### src/hdl/mff_pkg.sv
// Shared types and constants for the multichannel frame FIFO.
// No dependencies; imported by every module in the hdl folder.
package mff_pkg;

    localparam int SAMPLE_W   = 32;
    localparam int NUM_LANES  = 8;
    localparam int OP_W       = 3;
    localparam int CAP_W      = 9;
    localparam int CHAN_W     = 4;
    localparam int FILL_W     = 9;
    localparam int CNT_W      = 32;
    localparam int CFG_IDX_W  = 1;
    localparam int CFG_W      = 9;

    // Stream payload widths, padded to whole bytes
    localparam int IN_TDATA_W  = 264;
    localparam int OUT_TDATA_W = 336;

    // Operation codes
    localparam logic [OP_W-1:0] OP_WRITE      = 3'd0;
    localparam logic [OP_W-1:0] OP_READ       = 3'd1;
    localparam logic [OP_W-1:0] OP_DISCARD    = 3'd2;
    localparam logic [OP_W-1:0] OP_PROD_BEAT  = 3'd3;
    localparam logic [OP_W-1:0] OP_CONS_BEAT  = 3'd4;
    localparam logic [OP_W-1:0] OP_PROD_QUERY = 3'd5;
    localparam logic [OP_W-1:0] OP_CONS_QUERY = 3'd6;

    // Configuration register indexes
    localparam logic [CFG_IDX_W-1:0] REG_CAPACITY = 1'd0;
    localparam logic [CFG_IDX_W-1:0] REG_CHANNELS = 1'd1;

    localparam logic [CAP_W-1:0]  CAP_RESET  = 9'd256;
    localparam logic [CHAN_W-1:0] CHAN_RESET = 4'd2;

    typedef logic [SAMPLE_W-1:0] sample_t;

    // Per-request status from the control unit
    typedef struct packed {
        logic              accepted;
        logic [FILL_W-1:0] fill;
        logic [CNT_W-1:0]  drop;
        logic [CNT_W-1:0]  beat;
    } ctrl_result_t;

endpackage

### src/hdl/mff_ctrl.sv
// Control unit: configuration registers, ring pointers, fill level, drop and beat counters.
// Depends on mff_pkg.
module mff_ctrl #(
    parameter int MAX_FRAMES   = 256,
    parameter int MAX_CHANNELS = 8,
    localparam int IDX_W = $clog2(MAX_FRAMES)
) (
    input  logic                            clk,
    input  logic                            rst_n,
    input  logic                            cfg_we,
    input  logic [mff_pkg::CFG_IDX_W-1:0]   cfg_index,
    input  logic [mff_pkg::CFG_W-1:0]       cfg_data,
    input  logic                            item_go,
    input  logic [mff_pkg::OP_W-1:0]        op,
    output logic                            wr_en,
    output logic                            rd_en,
    output logic [IDX_W-1:0]                wr_addr,
    output logic [IDX_W-1:0]                rd_addr,
    output logic [MAX_CHANNELS-1:0]         lane_en,
    output mff_pkg::ctrl_result_t           result
);
    import mff_pkg::*;

    // Compare width covers both the capacity register and the pointer range
    localparam int CW = (IDX_W + 1 > CAP_W) ? IDX_W + 1 : CAP_W;

    logic [CAP_W-1:0]  cap_reg,    cap_next;
    logic [CHAN_W-1:0] chan_reg,   chan_next;
    logic [IDX_W-1:0]  wr_idx_reg, wr_idx_next;
    logic [IDX_W-1:0]  rd_idx_reg, rd_idx_next;
    logic [FILL_W-1:0] fill_reg,   fill_next;
    logic [CNT_W-1:0]  drop_reg,   drop_next;
    logic [CNT_W-1:0]  prod_reg,   prod_next;
    logic [CNT_W-1:0]  cons_reg,   cons_next;

    logic [CW-1:0]     eff_cap;
    logic [CHAN_W-1:0] eff_chan;
    logic [CW-1:0]     wr_inc;
    logic [CW-1:0]     rd_inc;
    logic              can_write;
    logic              can_read;

    always_comb
    begin
        if (cap_reg == '0)
            eff_cap = CW'(1);
        else if (CW'(cap_reg) > CW'(MAX_FRAMES))
            eff_cap = CW'(MAX_FRAMES);
        else
            eff_cap = CW'(cap_reg);

        if (chan_reg == '0)
            eff_chan = CHAN_W'(1);
        else if (chan_reg > CHAN_W'(MAX_CHANNELS))
            eff_chan = CHAN_W'(MAX_CHANNELS);
        else
            eff_chan = chan_reg;
    end

    always_comb
    begin
        for (int i = 0; i < MAX_CHANNELS; i++)
        begin
            lane_en[i] = CHAN_W'(i) < eff_chan;
        end
    end

    assign can_write = CW'(fill_reg) < eff_cap;
    assign can_read  = fill_reg != '0;
    assign wr_inc    = CW'(wr_idx_reg) + CW'(1);
    assign rd_inc    = CW'(rd_idx_reg) + CW'(1);

    assign wr_en   = item_go && !cfg_we && (op == OP_WRITE) && can_write;
    assign rd_en   = item_go && !cfg_we && (op == OP_READ) && can_read;
    assign wr_addr = wr_idx_reg;
    assign rd_addr = rd_idx_reg;

    always_comb
    begin
        cap_next        = cap_reg;
        chan_next       = chan_reg;
        wr_idx_next     = wr_idx_reg;
        rd_idx_next     = rd_idx_reg;
        fill_next       = fill_reg;
        drop_next       = drop_reg;
        prod_next       = prod_reg;
        cons_next       = cons_reg;
        result.accepted = 1'b0;
        result.beat     = '0;

        if (cfg_we)
        begin
            // Any register write empties the FIFO
            case (cfg_index)
                REG_CAPACITY: cap_next  = cfg_data[CAP_W-1:0];
                REG_CHANNELS: chan_next = cfg_data[CHAN_W-1:0];
                default:      cap_next  = cap_reg;
            endcase
            wr_idx_next = '0;
            rd_idx_next = '0;
            fill_next   = '0;
        end
        else if (item_go)
        begin
            case (op)
                OP_WRITE:
                begin
                    if (can_write)
                    begin
                        wr_idx_next     = (wr_inc >= eff_cap) ? '0 : wr_inc[IDX_W-1:0];
                        fill_next       = fill_reg + FILL_W'(1);
                        result.accepted = 1'b1;
                    end
                    else if (drop_reg != '1)
                    begin
                        drop_next = drop_reg + CNT_W'(1);
                    end
                end
                OP_READ:
                begin
                    if (can_read)
                    begin
                        rd_idx_next     = (rd_inc >= eff_cap) ? '0 : rd_inc[IDX_W-1:0];
                        fill_next       = fill_reg - FILL_W'(1);
                        result.accepted = 1'b1;
                    end
                end
                OP_DISCARD:
                begin
                    rd_idx_next = wr_idx_reg;
                    fill_next   = '0;
                end
                OP_PROD_BEAT:
                begin
                    prod_next   = prod_reg + CNT_W'(1);
                    result.beat = prod_next;
                end
                OP_CONS_BEAT:
                begin
                    cons_next   = cons_reg + CNT_W'(1);
                    result.beat = cons_next;
                end
                OP_PROD_QUERY: result.beat = prod_reg;
                OP_CONS_QUERY: result.beat = cons_reg;
                default:       result.beat = '0;
            endcase
        end

        result.fill = fill_next;
        result.drop = drop_next;
    end

    always_ff @(posedge clk or negedge rst_n)
    begin
        if (!rst_n)
        begin
            cap_reg    <= CAP_RESET;
            chan_reg   <= CHAN_RESET;
            wr_idx_reg <= '0;
            rd_idx_reg <= '0;
            fill_reg   <= '0;
            drop_reg   <= '0;
            prod_reg   <= '0;
            cons_reg   <= '0;
        end
        else
        begin
            cap_reg    <= cap_next;
            chan_reg   <= chan_next;
            wr_idx_reg <= wr_idx_next;
            rd_idx_reg <= rd_idx_next;
            fill_reg   <= fill_next;
            drop_reg   <= drop_next;
            prod_reg   <= prod_next;
            cons_reg   <= cons_next;
        end
    end

endmodule
### config.mk
export PLATFORM = sky130hd
export DESIGN_NAME = mff_ctrl
export DESIGN_NICKNAME = d
export VERILOG_FILES = /design/src/hdl/mff_pkg.sv /design/src/hdl/mff_ctrl.sv
export SDC_FILE = /design/constraint.sdc
export NUM_CORES = 1
export LEC_CHECK = 0
export BUFFER_PORTS_ARGS = -buffer_cell sky130_fd_sc_hd__buf_4
export CAP_MARGIN = 20
export CORE_MARGIN = 4
export CORE_UTILIZATION = 30
export CTS_CLUSTER_SIZE = 8
export DETAILED_ROUTE_END_ITERATION = 12
export MAX_ROUTING_LAYER = met4
export PLACE_DENSITY_LB_ADDON = 0.25
export SETUP_SLACK_MARGIN = 0.2
export SYNTH_ARGS = -nofsm -noshare
export SYNTH_HDL_FRONTEND = slang
export SYNTH_SLANG_ARGS = --single-unit
### constraint.sdc
create_clock -name clk -period 8.7 [get_ports clk]
set_input_delay 1.74 -clock clk [delete_from_list [all_inputs] [get_ports clk]]
set_output_delay 1.74 -clock clk [all_outputs]
set_load 0.05 [all_outputs]
==> flow_summary_export.csv, run 1 <==
group,metric,value,unit
finish,syn_to_final_growth,19.3,%
floorplanning,ioPinCount,117,
setup_path,critPathCaptureType,"output port",
sta,finalWorstSetupSlack,2530,ps
floorplanning,fp.coreArea,0.0300,sq mm
power,power_density,153,mW/mm^2
placed_design,port-buffer-count,115,
detailed_routing,via_per_inst,5.32,
clock_network,cts_resized,0,
global_route,track_usage,16.3,%
clock_network,cts_max_level,4,
detailed_routing,via_count,8192,
floorplanning,dieWidth,183,um
global_route,grt_pass1_wl,43600,um
job,drv_cap,0,
clock_network,clk_path_buf_depth,2,
clock_network,cts.sinks,134,
clock_network,clockRootBuffer,"clkbuf_16",
sta,fin_crit_sh,70.9,%
power,p_leak,0.00474,uW
floorplanning,dieHeight,183,um
yosys,netlist_instances,1049,
detailed_routing,wl_per_cell,17.3,um
clock_network,cts_tree,"yes",
floorplanning,initial_core_util,30.7,%
finish,drive_above_1_share,17.2,%
yosys,seq_area_frac_synth,36.4,%
yosys,synth_area,0.00923,sq mm
sta,slew_headroom,35.6,%
floorplanning,rows,63,
global_route,overflow,0,
setup_path,arrival,4430,ps
sta,fin_crit,6170,ps
detailed_routing,dr.pass1.iters,6,
detailed_routing,drtIter0Drc,613,
yosys,yosysTopAreaCell,"dfrtp_1",
power,irDropWorstVdd,0.0000901,V
setup_path,start_kind,"input pin",
global_route,grt_start_max_net_pins,69,
sta,final-hold-violation-count,0,
sta,grt_setup_unrepaired,"no",
yosys,synth_edf_count,0,
yosys,ys_ff_latch,134,
clock_network,cts_buffers,17,
setup_path,critPathKind,"input pin to output port",
min_path,hold_class,"register to register",
setup_path,critPathMaxFanout,20,
finish,nets,1184,
sta,worst_pin_slew,942,ps
yosys,synth.area.top_cells,"dfrtp_1 (36%), xnor2_1 (8.2%), nand2_1 (5.0%)",
clock_network,clk_pin_slew,70,ps
yosys,ys_types,79,
status,status,"complete, no violations",
sta,skew,18.6,ps
sta,setup_viol,0,
placed_design,place_inst,1504,
clock_network,cts_setup_buffers,0,
detailed_routing,detail_route.wirelength,26700,um
yosys,synth_ff_type,"dfrtp_1",
global_route,antenna_found_initial,2,
placed_design,place_ws,2580,ps
detailed_routing,drc,0,
placed_design,place_congestion,0.855,
sta,tns,0,ps
finish,n_fill_cell,3093,
placed_design,dp_hpwl,19500,um
yosys,synth.avg_cell_area,8.80,sq um
floorplanning,dieArea,0.0336,sq mm
yosys,yosysWarnings,0,
yosys,async_flop_share,100,%
yosys,syn-num-nets,1099,
global_route,grt_pass1_vias,7750,
clock_network,worstSkewPairLatency,420,ps
clock_network,cts-hold-fix-buffers,0,
setup_path,cp.required,6960,ps
sta,slew_violations,0,
detailed_routing,ant_nets,0,
finish,stdcell_count,1539,
sta,fmax,162,MHz
yosys,synthDominantCellAreaShare,35.8,%
## layout make-up
cell class                 count  area (sq um)  share of cell area, %
inverter                      17          63.8                  0.580
clock inverter                15           175                   1.59
sequential                   134          3360                   30.5
antenna                        2          5.00                 0.0455
tap                          390           488                   4.43
multi-input combinational    842          5580                   50.7
timing repair buffer         122           917                   8.33
clock buffer                  17           425                   3.86
## worst max-delay path, stage by stage
cell and delay, ps:
buf_4 180, nand2b_1 460, nor2_1 770, nand2_1 690
o32ai_1 320, buf_4 260
## synth_stat cells, drive strengths merged (16+ instances only)
master  instances
dfrtp         132
nand2         126
xnor2          86
nor2           80
nand3          68
o21ai          48
xor2           48
clkbuf         41
nand4          37
a21oi          35
nor3           34
ha             33
and3           28
a22oi          17
inv            16
nor4           16
## metrics by stage
step                      hold WS (ps)  utilization [%]  instance area, sq um  power [uW]
final                              487             36.7                 11000        1690
after global routing               509             36.7                 11000        1770
after CTS                          491             36.6                 11000        1710
after detailed placement           476             34.6                 10400         953
after global placement             473             34.6                 10400         951
after floorplan                    452                -                  9230         871
## worst paths after layout
check	from	to	slack, ps	cells after the start
worst max-delay path	op[2]	result[16]	2530	6
worst min-delay path	prod_reg[31]	prod_reg[31]	490	1
worst max register to register	cap_reg[8]	fill_reg[0]	5000	9
worst min register to register	prod_reg[31]	prod_reg[31]	490	1
max in group asynchronous	rst_n	cons_reg[21]	6000	2
min in group asynchronous	rst_n	drop_reg[4]	1330	1
## layer usage
layer	vias up	wire (um)	part of all wire, %	global-route usage (%)
li1	3984	-	-	-
met1	3966	13100	49	23.9
met2	227	11700	44	23.3
met3	15	1560	5.8	3.33
met4	0	260	0.97	3.46
met5	-	0	0	-
## cell usage in the layout, fill, tap and decap left out, types with 28 or more instances in the layout
cell     Yosys  final
and3_1      28     28
nor2_1      80     80
nand3_1     68     68
a21oi_1     32     32
nand2_1    124    124
buf_4        1    120
xor2_1      48     48
xnor2_1     86     86
o21ai_0     46     46
nor3_1      33     33
ha_1        33     33
nand4_1     36     36
dfrtp_1    132    132
## cells by family after synthesis
family / Yosys count / share of synthesized area, %
AO/OA/AOI/OAI: 192 / 14.7
AND/OR/NAND/NOR: 464 / 26.3
XOR/XNOR: 134 / 12.7
multiplexers: 18 / 2.13
buffers and inverters: 73 / 3.24
adder cells (fa/ha/maj): 33 / 4.47
flip-flops: 134 / 36.4
other: 1 / 0.0406
## report_power, final
group | switching [uW] | internal, uW
Sequential | 40.3 | 650
Clock | 333 | 413
Combinational | 165 | 87.0
Power figures use the tool's default switching activity.
==> run 2: changes to the inputs <==
clock period = 5.5 ns   (was 8.7 ns; I/O delays follow)
==> run 2 against run 1 <==
  * Core utilization is 0.28 points higher
  * Sequential share of layout area is 0.23 points lower
  * Design area is 0.77% higher
  * Clock skew is 6.4 ps lower
  * Highest routed layer unchanged
==> flow_summary_export.csv, run 2 (synthesized netlist as in run 1, its figures left out) <==
group,metric,value,unit
detailed_routing,drtIter0Drc,712,
sta,setup_viol,0,
status,status,"complete, no violations",
clock_network,clockRootBuffer,"clkbuf_16",
clock_network,cts_max_level,4,
clock_network,worstSkewPairLatency,440,ps
clock_network,cts_buffers,17,
setup_path,critPathKind,"register to output port",
detailed_routing,ant_nets,0,
min_path,hold_class,"register to register",
placed_design,dp_hpwl,19700,um
finish,layout_common_cells,"dfrtp_1 (132), buf_4 (127), nand2_1 (124)",
finish,syn_to_final_growth,20.2,%
floorplanning,rows,63,
setup_path,critPathCaptureType,"output port",
detailed_routing,detail_route.wirelength,27100,um
sta,fin_crit,4880,ps
setup_path,critPathMaxFanout,9,
power,p_clk_share,45.9,%
detailed_routing,dr.pass1.iters,5,
sta,grt_setup_unrepaired,"no",
placed_design,place_congestion,0.879,
clock_network,clk_pin_slew,60,ps
floorplanning,dieHeight,183,um
power,swShare,29.9,%
sta,fmax,205,MHz
setup_path,cpLargestDelayFamily,"compound AO/OA/AOI/OAI gates",
sta,slew_violations,0,
setup_path,cp_num_buf_inv,2,
setup_path,slowest_delay,740,ps
sta,final-hold-violation-count,0,
global_route,overflow,0,
sta,fin_crit_sh,88.7,%
setup_path,arrival,3780,ps
sta,fin_hold_ws,493,ps
sta,slew_headroom,36.4,%
setup_path,crit_chain,"clkinv_1 -> nand2_1 -> ha_1 -> a21oi_1 -> o21ai_0 -> a21oi_2 -> a2111oi_4 -> nand4_1 -> xnor2_1 -> buf_4",
job,drv_cap,0,
floorplanning,dieArea,0.0336,sq mm
setup_path,start_kind,"register",
finish,nets,1191,
clock_network,cts.sinks,134,
power,p_switching,823,uW
power,pwr-share-seq,39.6,%
power,p_leak,0.00477,uW
global_route,grt_pass1_vias,7825,
global_route,antenna_found_initial,1,
global_route,track_usage,16.5,%
detailed_routing,via_per_inst,5.33,
clock_network,cts_tree,"yes",
placed_design,port-buffer-count,115,
clock_network,clk_path_buf_depth,2,
floorplanning,fp.coreArea,0.0300,sq mm
sta,worst_pin_slew,955,ps
power,p_int,1930,uW
sta,skew,12.2,ps
global_route,grt_start_max_net_pins,59,
setup_path,cp.required,4400,ps
finish,layout_commonest_cell,"dfrtp_1",
power,power_density,248,mW/mm^2
detailed_routing,drc,0,
sta,tns,0,ps
global_route,grt_pass1_wl,43200,um
finish,drive_above_1_share,17.8,%
power,irDropWorstVdd,0.000248,V
floorplanning,initial_core_util,30.7,%
detailed_routing,wl_per_cell,17.5,um
setup_path,cp_slowest_cell,"a2111oi_4",
power,power_frac_comb,14.5,%
floorplanning,ioPinCount,117,
detailed_routing,via_count,8241,
floorplanning,dieWidth,183,um
[run 2: power groups by stage]
stage,registers (uW),clock network [uW],logic [uW]
4_1_cts,1090,1300,399
5_1_grt,1100,1330,441
6_report,1090,1260,400
2_1_floorplan,1080,0,294
3_3_place_gp,1110,0,391
3_5_place_dp,1110,0,397
[run 2: per-stage QoR]
step | util (%) | std cells | cell area, sq um | total power, uW | worst slack (ps)
2_1_floorplan | - | 1049 | 9230 | 1380 | 330
3_3_place_gp | 34.8 | 1511 | 10500 | 1500 | 799
3_5_place_dp | 34.8 | 1511 | 10500 | 1510 | 706
4_1_cts | 36.9 | 1543 | 11100 | 2790 | 213
5_1_grt | 36.9 | 1545 | 11100 | 2870 | 204
6_report | 36.9 | 1545 | 11100 | 2750 | 621
[run 2: final cells by class]
cell class,count,area (sq um)
inverter,17,63.8
tap,390,488
sequential,134,3360
clock inverter,14,199
multi-input combinational,842,5590
fill,3074,18900
timing repair buffer,129,970
clock buffer,18,429
antenna,1,2.50
[run 2: what timing repair did]
action / in CTS / in global routing
buffers inserted: 0 / 0
hold buffers: 0 / 0
endpoints found under the setup margin: 0 / 1
gates resized for setup: 0 / 2
[run 2: routing by layer]
layer / GRT usage (%) / part of all wire, % / up-vias / wire (um)
li1: - / - / 3994 / -
met3: 3.65 / 6.1 / 25 / 1640
met1: 23.3 / 48 / 3939 / 13100
met2: 23.7 / 44 / 283 / 11900
met4: 4.65 / 1.5 / 0 / 395
met5: - / 0 / - / 0
[run 2: final timing paths]
check                             start            to  slack, ps  depth (start not counted)
setup reg to reg             cap_reg[8]  drop_reg[31]       2310                          9
hold / removal             prod_reg[31]  prod_reg[31]        490                          1
max in group asynchronous         rst_n  prod_reg[24]       3820                          2
setup / recovery             cap_reg[8]    result[63]        620                         10
min in group asynchronous         rst_n   drop_reg[4]        620                          1
hold reg to reg            prod_reg[31]  prod_reg[31]        490                          1
[run 2: worst register-to-register path, stage by stage, from the launching register on]
cell and delay, ps:
dfstp_2 580, clkinv_1 220, nand2_1 240, ha_1 190
a21oi_1 60, o21ai_0 340, a21oi_2 260, a2111oi_4 740
nand4_1 190, xnor2_1 280
==> run 3: changes to the inputs <==
==> constraint.sdc (replaced) <==
create_clock -name clk -period 5.5 [get_ports clk]
set_input_delay 0.55 -clock clk [delete_from_list [all_inputs] [get_ports clk]]
set_output_delay 0.55 -clock clk [all_outputs]
set_load 0.05 [all_outputs]
==> run 3 against run 2 <==
  * Via count is 0.75% lower
  * Wire length is 1.2% lower
  * Non-clock buffer count is 5 lower
  * Hold slack worse by 330 ps
  * Sequential power hardly changed
  * Critical path type unchanged
  * Largest power group unchanged
  * Highest routed layer unchanged
==> flow_summary_export.csv, run 3 (synthesized netlist as in run 1, its figures left out) <==
group,metric,value,unit
sta,skew,11.0,ps
sta,fin_crit,4770,ps
power,power_density,244,mW/mm^2
clock_network,clockRootBuffer,"clkbuf_16",
detailed_routing,drtIter0Drc,646,
power,pwr-share-seq,40.5,%
power,p_switching,836,uW
setup_path,start_kind,"register",
placed_design,port-buffer-count,115,
clock_network,cts.sinks,134,
finish,layout_common_cells,"dfrtp_1 (132), nand2_1 (124), buf_4 (121)",
detailed_routing,drc,0,
clock_network,clk_pin_slew,70,ps
sta,grt_setup_unrepaired,"no",
clock_network,clk_path_buf_depth,2,
finish,syn_to_final_growth,19.4,%
sta,slew_headroom,36.8,%
power,p_leak,0.00474,uW
detailed_routing,ant_nets,0,
floorplanning,ioPinCount,117,
power,irDropWorstVdd,0.000229,V
clock_network,cts-hold-fix-buffers,0,
global_route,track_usage,16.5,%
finish,n_fill_cell,3091,
clock_network,cts_buffers,17,
global_route,grt_pass1_wl,43600,um
floorplanning,rows,63,
global_route,antenna_found_initial,1,
clock_network,cts_tree,"yes",
detailed_routing,via_count,8179,
placed_design,dp_hpwl,19400,um
sta,finalWorstSetupSlack,734,ps
detailed_routing,wl_per_cell,17.4,um
finish,drive_above_1_share,17.3,%
finish,seq_area,0.00336,sq mm
detailed_routing,detail_route.wirelength,26700,um
floorplanning,dieHeight,183,um
sta,fmax,210,MHz
floorplanning,dieArea,0.0336,sq mm
min_path,hold_class,"input pin to async pin",
power,power_frac_comb,14.7,%
sta,fin_hold_ws,168,ps
floorplanning,fp.coreArea,0.0300,sq mm
setup_path,cp.required,4950,ps
power,p_clk_share,44.8,%
global_route,overflow,0,
global_route,grt_start_max_net_pins,95,
placed_design,place_congestion,0.888,
floorplanning,initial_core_util,30.7,%
finish,layout_commonest_cell,"dfrtp_1",
detailed_routing,dr.pass1.iters,5,
sta,tns,0,ps
status,status,"complete, no violations",
power,p_int,1860,uW
clock_network,cts_resized,0,
sta,worst_pin_slew,948,ps
clock_network,cts_max_level,4,
sta,slew_violations,0,
setup_path,critPathMaxFanout,13,
setup_path,critPathCaptureType,"output port",
power,finalPower,2690,uW
clock_network,worstSkewPairLatency,440,ps
sta,setup_viol,0,
floorplanning,dieWidth,183,um
power,swShare,31.0,%
finish,finish.utilization,36.7,%
setup_path,arrival,4220,ps
global_route,grt_pass1_vias,7874,
clock_network,cts_setup_buffers,0,
job,drv_cap,0,
detailed_routing,via_per_inst,5.31,
setup_path,critPathKind,"register to output port",
sta,fin_crit_sh,86.7,%
finish,multi_input_area,0.00558,sq mm
finish,nets,1186,
placed_design,place_ws,1230,ps
sta,final-hold-violation-count,0,
==> run 3: metrics by stage <==
step                      instance area (sq um)  cells
after floorplan                            9230   1049
after global placement                    10400   1505
after detailed placement                  10400   1505
after CTS                                 11000   1537
after global routing                      11000   1540
final                                     11000   1540
==> run 3: metal layers <==
layer  part of all wire, %  GRT usage [%]
met5                     0              -
met4                   1.4           4.77
met3                   5.4           3.25
met2                    43           23.5
met1                    50           23.7
==> run 3: path summary, 6_finish.rpt <==
kind | startpoint | endpoint | slack (ps) | cells after the start
max reg2reg | cap_reg[8] | fill_reg[0] | 1870 | 9
min in group clk | cfg_data[5] | cap_reg[5] | 340 | 2
max | cap_reg[8] | result[64] | 730 | 10
min reg2reg | cons_reg[31] | cons_reg[31] | 490 | 1
max in group asynchronous | rst_n | prod_reg[6] | 4220 | 2
min | rst_n | drop_reg[6] | 170 | 1
==> run 3: critical path: stages, from the launching register on <==
cell	delay, ps
dfstp_2	590
clkinv_1	220
nand2_1	210
ha_1	270
a21oi_1	130
o21ai_0	180
a21o_1	280
nor2_1	640
a221oi_1	210
a2111oi_1	710
buf_4	330
==> run 3: power by group through the flow <==
stage | Clock (uW) | Combinational [uW] | Sequential, uW
4_1_cts | 1240 | 397 | 1090
2_1_floorplan | 0 | 294 | 1080
5_1_grt | 1280 | 437 | 1100
6_report | 1210 | 395 | 1090
3_3_place_gp | 0 | 391 | 1110
3_5_place_dp | 0 | 395 | 1110
==> run 3: area by class of cell <==
cell class	instances	share of cell area, %
multi-input combinational	842	50.6
timing repair buffer	124	8.46
tap	390	4.43
antenna	1	0.0227
clock inverter	14	1.46
sequential	134	30.4
clock buffer	18	3.98
inverter	17	0.579
